===== config.mk =====
export PLATFORM = sky130hd
export DESIGN_NAME = led_comet_trail_engine
export DESIGN_NICKNAME = d
export VERILOG_FILES = /design/src/lcte_pkg.sv /design/src/led_comet_trail_engine.sv
export SDC_FILE = /design/constraint.sdc
export NUM_CORES = 1
export LEC_CHECK = 0
export BUFFER_PORTS_ARGS = -buffer_cell sky130_fd_sc_hd__buf_4
export CORE_AREA = 2 2 193 195
export CTS_BUF_LIST = sky130_fd_sc_hd__clkbuf_16
export DETAILED_ROUTE_END_ITERATION = 12
export DIE_AREA = 0 0 195 197
export SETUP_SLACK_MARGIN = 0.5
export SLEW_MARGIN = 20
export SYNTH_ARGS = -nofsm -noshare
export SYNTH_HDL_FRONTEND = slang
export SYNTH_SLANG_ARGS = --single-unit

===== constraint.sdc =====
create_clock -name clk_i -period 5.15 [get_ports clk_i]
set_input_delay 0.2575 -clock clk_i [delete_from_list [all_inputs] [get_ports clk_i]]
set_output_delay 0.2575 -clock clk_i [all_outputs]
set_load 0.005 [all_outputs]

===== src/lcte_pkg.sv =====
// Package for the comet trail engine: payload types, state codes and shared constants.
`timescale 1ns / 1ps
package lcte_pkg;

  parameter int unsigned CfgIdxW = 8;
  parameter int unsigned CfgDataW = 8;
  parameter int unsigned AccW = 17;
  parameter int unsigned TickCntW = 7;
  parameter int unsigned TickNumW = 6;

  parameter logic [AccW-1:0] TickUs = 17'd2000;
  parameter logic [TickCntW-1:0] TicksPerStep = 7'd80;

  parameter logic [CfgIdxW-1:0] CfgColorRed = 8'd0;
  parameter logic [CfgIdxW-1:0] CfgColorGreen = 8'd1;
  parameter logic [CfgIdxW-1:0] CfgColorBlue = 8'd2;
  parameter logic [CfgIdxW-1:0] CfgBrightness = 8'd3;

  parameter logic [1:0] BrightFull = 2'd0;
  parameter logic [1:0] BrightEighth = 2'd1;
  parameter logic [1:0] BrightMax = 2'd2;

  parameter logic [0:0] ActAdvance = 1'b0;
  parameter logic [0:0] ActRestart = 1'b1;

  typedef struct packed {
    logic [0:0]  action;
    logic [15:0] elapsed_us;
  } in_t;

  typedef struct packed {
    logic [2:0] led_index;
    logic [7:0] out_red;
    logic [7:0] out_green;
    logic [7:0] out_blue;
    logic       frame_end;
  } out_t;

  typedef enum logic [3:0] {
    StIdle   = 4'b0001,
    StTick   = 4'b0010,
    StSweepR = 4'b0100,
    StSweepW = 4'b1000
  } state_e;

  // Saturating decrement of a level by a tick count.
  function automatic logic [7:0] sat_sub(input logic [7:0] lvl, input logic [TickNumW-1:0] n);
    logic [7:0] n8;
    n8 = {{(8 - TickNumW){1'b0}}, n};
    sat_sub = (lvl >= n8) ? (lvl - n8) : 8'd0;
  endfunction

  function automatic logic [7:0] scale(input logic [7:0] lvl, input logic [1:0] bright);
    case (bright)
      BrightFull:   scale = lvl;
      BrightEighth: scale = lvl >> 3;
      default:      scale = lvl >> 6;
    endcase
  endfunction

endpackage


===== src/led_comet_trail_engine.sv =====
// Comet trail engine: tick counter, trail memory sweep and scaled LED output.
//
//   channel  | handshake              | payload
//   ---------+------------------------+------------------------------------
//   in       | in_valid_i / in_stall_o  | lcte_pkg::in_t  (action, elapsed_us)
//   out      | out_valid_o / out_stall_i| lcte_pkg::out_t (one beat per LED)
//   cfg      | cfg_valid_i / cfg_ready_o| cfg_index_i, cfg_data_i
//
// A time item first counts its ticks in the tick state (T ticks, at most 33, one per
// cycle through the accumulator compare and subtract), then sweeps the trail memory
// once per LED (read, then modify and write back), held by any output stall.
// A restart item is done in the idle state; a time item with no tick skips the sweep.
// Reset is asynchronous; the trail memory reads as zero through per-entry valid flags
// that reset and restart clear at once, so no clearing pass is needed.
// A stalled output beat holds the sweep in its write step until the beat is taken.
`timescale 1ns / 1ps
module led_comet_trail_engine #(
  parameter int unsigned LED_COUNT = 6
) (
  input  logic                          clk_i,
  input  logic                          rst_ni,
  input  logic                          in_valid_i,
  output logic                          in_stall_o,
  input  lcte_pkg::in_t                 in_data_i,
  output logic                          out_valid_o,
  input  logic                          out_stall_i,
  output lcte_pkg::out_t                out_data_o,
  input  logic                          cfg_valid_i,
  output logic                          cfg_ready_o,
  input  logic [lcte_pkg::CfgIdxW-1:0]  cfg_index_i,
  input  logic [lcte_pkg::CfgDataW-1:0] cfg_data_i
);

  localparam int unsigned IdxW = (LED_COUNT > 1) ? $clog2(LED_COUNT) : 1;
  localparam logic [IdxW-1:0] LastIdx = IdxW'(LED_COUNT - 1);

  // configuration registers
  logic [7:0] color_red_q, color_green_q, color_blue_q;
  logic [1:0] bright_q;

  // animation state
  lcte_pkg::state_e               state_q, state_d;
  logic [lcte_pkg::AccW-1:0]      acc_q;
  logic [lcte_pkg::TickCntW-1:0]  cnt_q;
  logic [IdxW-1:0]                head_q;
  logic [lcte_pkg::TickNumW-1:0]  ticks_q;
  logic [lcte_pkg::TickNumW-1:0]  since_wr_q;
  logic                           wr_hit_q;
  logic [IdxW-1:0]                wr_pos_q;
  logic [IdxW-1:0]                k_q;

  // trail memory
  logic [23:0]          trail_mem [LED_COUNT];
  logic [LED_COUNT-1:0] vld_q;
  logic [23:0]          rd_data_q;
  logic                 rd_vld_q;

  // output register
  logic           out_valid_q;
  lcte_pkg::out_t out_q;

  logic                          accept;
  logic                          tick_now;
  logic [lcte_pkg::TickCntW-1:0] cnt_inc;
  logic                          emit;
  logic                          is_head;
  logic [7:0]                    base_r, base_g, base_b;
  logic [7:0]                    new_r, new_g, new_b;
  logic [IdxW+2:0]               k_wide;

  assign cfg_ready_o = 1'b1;
  assign in_stall_o  = (state_q != lcte_pkg::StIdle);
  assign accept      = in_valid_i && !in_stall_o;
  assign out_valid_o = out_valid_q;
  assign out_data_o  = out_q;

  assign tick_now = (acc_q >= lcte_pkg::TickUs);
  assign cnt_inc  = cnt_q + lcte_pkg::TickCntW'(1);
  assign emit     = (state_q == lcte_pkg::StSweepW) && (!out_valid_q || !out_stall_i);

  assign is_head = wr_hit_q && (k_q == wr_pos_q);
  assign base_r  = rd_vld_q ? rd_data_q[23:16] : 8'd0;
  assign base_g  = rd_vld_q ? rd_data_q[15:8] : 8'd0;
  assign base_b  = rd_vld_q ? rd_data_q[7:0] : 8'd0;
  assign new_r   = is_head ? lcte_pkg::sat_sub(color_red_q, since_wr_q)
                           : lcte_pkg::sat_sub(base_r, ticks_q);
  assign new_g   = is_head ? lcte_pkg::sat_sub(color_green_q, since_wr_q)
                           : lcte_pkg::sat_sub(base_g, ticks_q);
  assign new_b   = is_head ? lcte_pkg::sat_sub(color_blue_q, since_wr_q)
                           : lcte_pkg::sat_sub(base_b, ticks_q);
  assign k_wide  = {3'b000, k_q};

  always_comb begin
    state_d = state_q;
    case (state_q)
      lcte_pkg::StIdle: begin
        if (accept && in_data_i.action == lcte_pkg::ActAdvance) state_d = lcte_pkg::StTick;
      end
      lcte_pkg::StTick: begin
        if (!tick_now) begin
          state_d = (ticks_q == '0) ? lcte_pkg::StIdle : lcte_pkg::StSweepR;
        end
      end
      lcte_pkg::StSweepR: state_d = lcte_pkg::StSweepW;
      lcte_pkg::StSweepW: begin
        if (emit) state_d = (k_q == LastIdx) ? lcte_pkg::StIdle : lcte_pkg::StSweepR;
      end
      default: state_d = lcte_pkg::StIdle;
    endcase
  end

  always_ff @(posedge clk_i or negedge rst_ni) begin
    if (!rst_ni) begin
      color_red_q   <= 8'd255;
      color_green_q <= 8'd0;
      color_blue_q  <= 8'd0;
      bright_q      <= lcte_pkg::BrightFull;
    end else if (cfg_valid_i && cfg_ready_o) begin
      case (cfg_index_i)
        lcte_pkg::CfgColorRed:   color_red_q <= cfg_data_i;
        lcte_pkg::CfgColorGreen: color_green_q <= cfg_data_i;
        lcte_pkg::CfgColorBlue:  color_blue_q <= cfg_data_i;
        lcte_pkg::CfgBrightness: begin
          // clamp the unused code to the darkest setting
          bright_q <= (cfg_data_i[1:0] > lcte_pkg::BrightMax) ? lcte_pkg::BrightMax
                                                             : cfg_data_i[1:0];
        end
        default: ;
      endcase
    end
  end

  always_ff @(posedge clk_i or negedge rst_ni) begin
    if (!rst_ni) begin
      state_q    <= lcte_pkg::StIdle;
      acc_q      <= lcte_pkg::TickUs;
      cnt_q      <= lcte_pkg::TicksPerStep;
      head_q     <= '0;
      ticks_q    <= '0;
      since_wr_q <= '0;
      wr_hit_q   <= 1'b0;
      wr_pos_q   <= '0;
      k_q        <= '0;
      vld_q      <= '0;
    end else begin
      state_q <= state_d;
      case (state_q)
        lcte_pkg::StIdle: begin
          if (accept) begin
            if (in_data_i.action == lcte_pkg::ActRestart) begin
              acc_q  <= lcte_pkg::TickUs;
              cnt_q  <= lcte_pkg::TicksPerStep;
              head_q <= '0;
              vld_q  <= '0;
            end else begin
              acc_q <= acc_q + lcte_pkg::AccW'(in_data_i.elapsed_us);
            end
            ticks_q    <= '0;
            since_wr_q <= '0;
            wr_hit_q   <= 1'b0;
            k_q        <= '0;
          end
        end
        lcte_pkg::StTick: begin
          if (tick_now) begin
            acc_q   <= acc_q - lcte_pkg::TickUs;
            ticks_q <= ticks_q + lcte_pkg::TickNumW'(1);
            if (cnt_inc >= lcte_pkg::TicksPerStep) begin
              // head write on this tick; later ticks of the item still fade it
              cnt_q      <= '0;
              wr_hit_q   <= 1'b1;
              wr_pos_q   <= head_q;
              since_wr_q <= '0;
              head_q     <= (head_q == LastIdx) ? '0 : head_q + IdxW'(1);
            end else begin
              cnt_q      <= cnt_inc;
              since_wr_q <= since_wr_q + lcte_pkg::TickNumW'(1);
            end
          end
        end
        lcte_pkg::StSweepW: begin
          if (emit) begin
            vld_q[k_q] <= 1'b1;
            k_q        <= (k_q == LastIdx) ? '0 : k_q + IdxW'(1);
          end
        end
        default: ;
      endcase
    end
  end

  // trail memory: one read port, one write port
  always_ff @(posedge clk_i) begin
    if (state_q == lcte_pkg::StSweepR) begin
      rd_data_q <= trail_mem[k_q];
      rd_vld_q  <= vld_q[k_q];
    end
    if (emit) trail_mem[k_q] <= {new_r, new_g, new_b};
  end

  always_ff @(posedge clk_i or negedge rst_ni) begin
    if (!rst_ni) begin
      out_valid_q <= 1'b0;
    end else if (emit) begin
      out_valid_q <= 1'b1;
    end else if (!out_stall_i) begin
      out_valid_q <= 1'b0;
    end
  end

  always_ff @(posedge clk_i) begin
    if (emit) begin
      out_q.led_index <= k_wide[2:0];
      out_q.out_red   <= lcte_pkg::scale(new_r, bright_q);
      out_q.out_green <= lcte_pkg::scale(new_g, bright_q);
      out_q.out_blue  <= lcte_pkg::scale(new_b, bright_q);
      out_q.frame_end <= (k_q == LastIdx);
    end
  end

  a_head_in_ring: assert property (@(posedge clk_i) disable iff (!rst_ni)
    head_q <= LastIdx && k_q <= LastIdx)
    else $error("head or sweep index outside the ring");

  a_acc_drained: assert property (@(posedge clk_i) disable iff (!rst_ni)
    (state_q == lcte_pkg::StSweepR) |-> (acc_q < lcte_pkg::TickUs))
    else $error("sweep started with a whole tick left in the accumulator");

  a_ticks_bound: assert property (@(posedge clk_i) disable iff (!rst_ni)
    (state_q == lcte_pkg::StSweepR) |-> (ticks_q != '0 && ticks_q <= 6'd34))
    else $error("tick count out of range at sweep start");

  a_beat_from_sweep: assert property (@(posedge clk_i) disable iff (!rst_ni)
    $rose(out_valid_q) |-> $past(state_q == lcte_pkg::StSweepW))
    else $error("output beat raised outside the sweep write step");

  a_frame_end_idle: assert property (@(posedge clk_i) disable iff (!rst_ni)
    (emit && k_q == LastIdx) |=> (state_q == lcte_pkg::StIdle && k_q == '0))
    else $error("sweep did not close after the last LED");

endmodule

==> results.json <==
{
  "outcome": "finished, final reports clean",
  "cts_buffers": 30,
  "async_flop_share": 0.296,
  "cp-start-kind": "flip-flop",
  "ys.flop_type": "edfxtp_1",
  "antenna_found_initial": 1,
  "maxCapViolCount": 0,
  "num_rows": 70,
  "critical_path_class": "flip-flop to flip-flop",
  "final.period_utilization": 0.697,
  "hold_viol": 0,
  "final-setup-viol-count": 0,
  "cts_tree": "built",
  "yosys_warnings": 0,
  "grt_use_total": 0.191,
  "top_level_ports": 69,
  "overflow": 0,
  "critPathCaptureType": "flip-flop",
  "final_common_cell": "edfxtp_1",
  "remaining_drc_errors": 0,
  "ys_top_cells_by_area": "edfxtp_1, dfrtp_1, ha_1",
  "maxSlewViolCount": 0,
  "avgSynthCellArea_um2": 11.9,
  "syn-num-nets": 1311,
  "peakVddDrop_v": 0.000288,
  "drive_above_1_share": 0.162,
  "n_antenna_cell": 0,
  "initial_core_util": 0.395,
  "final_cell_mix": "edfxtp_1, nor2_1, buf_4",
  "portBuffers": 67,
  "fin_nets": 1393,
  "cts.repair.resized": 0,
  "htree_levels": 1,
  "hold_class": "input port to flip-flop",
  "dp_hpwl_mm": 25.0,
  "die_x_um": 195,
  "postPlaceCellArea_mm2": 0.0154,
  "fin_area_mm2": 0.0164,
  "synth_cell_types": 85,
  "avgRoutedWirePerCell_um": 20.8,
  "skew_ns": 0.0385,
  "period_needed_ns": 3.59,
  "syn_area_mm2": 0.0143,
  "die_y_um": 197,
  "fin_tns_setup_ns": 0,
  "power_uw": 6120,
  "worst_pin_slew_ns": 1.07,
  "ctsRootBufferMaster": "clkbuf_16",
  "p_per_area_mw_per_mm2": 374,
  "yosysTopAreaCell": "edfxtp_1",
  "drtIter0Drc": 771,
  "area_growth_pct": 14.3,
  "leakage_uw": 0.00622,
  "timing.fmax_mhz": 279,
  "vias_per_cell": 5.68,
  "die_area_mm2": 0.0384,
  "gp_congestion": 0.868,
  "core_area_mm2": 0.0363,
  "clockBufferDepth": 3,
  "crit_arrival_ns": 3.99,
  "hold_slack_ns": 0.0272,
  "rsz0062_at_grt": "false",
  "num_vias": 10100,
  "path_clk_slew_ns": 0.06,
  "synth_edf_count": 197,
  "ys_seq_elements": 280,
  "ys_seq_area_frac": 0.560,
  "clock_latency_ns": 0.59,
  "clock-sinks": 280,
  "slew_headroom": 0.285,
  "synth.top_cell.area_share": 0.413,
  "worstPathRequired_ns": 5.55,
  "totalWireLength_mm": 36.9,
  "grt_pass1_vias": 9896,
  "grt_first_pass_wirelength_mm": 57.1,
  "syn_inst": 1205,
  "grt_max_degree": 57,
  "post-route-util": 0.451,
  "drt_first_pass_iters": 5,
  "worstPathMaxFanout": 29,
  "ant_nets": 0
}
## where the power goes
group / switching (uW) / internal (uW) / total, uW
combinational: 882 / 557 / 1440
clock: 868 / 1050 / 1920
sequential: 135 / 2630 / 2770
total: 1890 / 4240 / 6120
## repair_timing
item,4_1_cts,5_1_grt
buffers inserted,0,0
endpoints found under the hold margin,61,0
hold buffers,9,0
## path summary, 6_finish.rpt
path	startpoint	endpoint	slack [ns]	depth (start not counted)
max	rd_vld_q$_DFFE_PP_	out_data_o[20]$_DFFE_PP_	1.56	11
min	cfg_index_i[0]	color_red_q[1]$_DFFE_PN1P_	0.03	4
max reg2reg	rd_vld_q$_DFFE_PP_	out_data_o[20]$_DFFE_PP_	1.56	11
min reg2reg	vld_q[2]$_DFFE_PN0P_	vld_q[2]$_DFFE_PN0P_	0.50	2
max in group asynchronous	rst_ni	k_q[1]$_DFFE_PN0P_	3.91	3
min in group asynchronous	rst_ni	color_green_q[7]$_DFFE_PN0P_	0.22	2
## through the flow
stage,std cells,worst slack (ns)
floorplan,1205,0.795
global placement,1714,1.72
detailed placement,1714,1.64
CTS,1777,1.66
global route,1777,1.32
finish,1777,1.56
## Yosys cell counts, types with 10 or more instances
library cell and number:
nand3_1 23, nand2_1 76, o221ai_1 10, xor2_1 14
nor2_1 106, a211oi_1 12, o31ai_1 12, xnor2_1 23
a21oi_1 62, nor3_1 17, nor2b_1 16, inv_1 49
ha_1 61, dfstp_2 17, dfrtp_1 66, a22o_1 15
a31oi_1 15, mux2_2 37, o21a_1 14, o22ai_1 16
edfxtp_1 197, a22oi_1 26, and2_1 20, mux2i_1 30
mux4_2 10, o21ai_0 77, nand2b_1 13, clkbuf_1 32
## critical path, stage by stage, from the launching register on
cell      delay (ns)
edfxtp_1        0.93
nand2_1         0.13
ha_1            0.25
fa_1            0.41
nor2b_1         0.12
o21ai_0         0.11
a21oi_1         0.20
o31ai_1         0.10
buf_4           0.18
o22ai_1         0.65
nor2_1          0.08
a211oi_1        0.26
## sequential cells by signal, summed over array words and instances (netlist names)
register       cells
vld_q              6
out_data_o        28
rd_vld_q           1
since_wr_q         6
cnt_q              7
wr_hit_q           1
color_blue_q       8
k_q                3
ticks_q            6
trail_mem        144
color_green_q      8
state_q            4
bright_q           2
head_q             3
out_valid_o        1
acc_q             17
rd_data_q         24
color_red_q        8
wr_pos_q           3
## cells by family (layout without fill, tap and decap cells)
kind of cell | after synthesis | after routing | share of synthesized area
muxes | 77 | 77 | 0.0658
adders and majority gates | 68 | 68 | 0.0631
xor gates and xnor gates | 37 | 37 | 0.0226
buffers and inverters | 94 | 198 | 0.0260
and+or+nand+nor | 330 | 330 | 0.114
AOI/OAI and AO/OA | 318 | 318 | 0.148
DFF | 280 | 280 | 0.560
other | 1 | 1 | 0.000262
## cell type report
class | instances | area (um^2)
Tap cell | 468 | 586
Timing Repair Buffer | 95 | 736
Clock buffer | 30 | 751
Clock inverter | 24 | 120
Fill cell | 3372 | 19900
Sequential cell | 280 | 8020
Multi-Input combinational cell | 831 | 5970
Inverter | 49 | 184
## layer usage
| layer | GRT usage | routed length [um] | vias up |
|---|---|---|---|
| li1 | - | - | 4724 |
| met2 | 0.323 | 17300 | 309 |
| met3 | 0.0255 | 2060 | 59 |
| met4 | 0.0492 | 886 | 2 |
| met5 | 0 | 7 | - |
| met1 | 0.262 | 16600 | 4994 |
(Power assumes the default switching activity.)
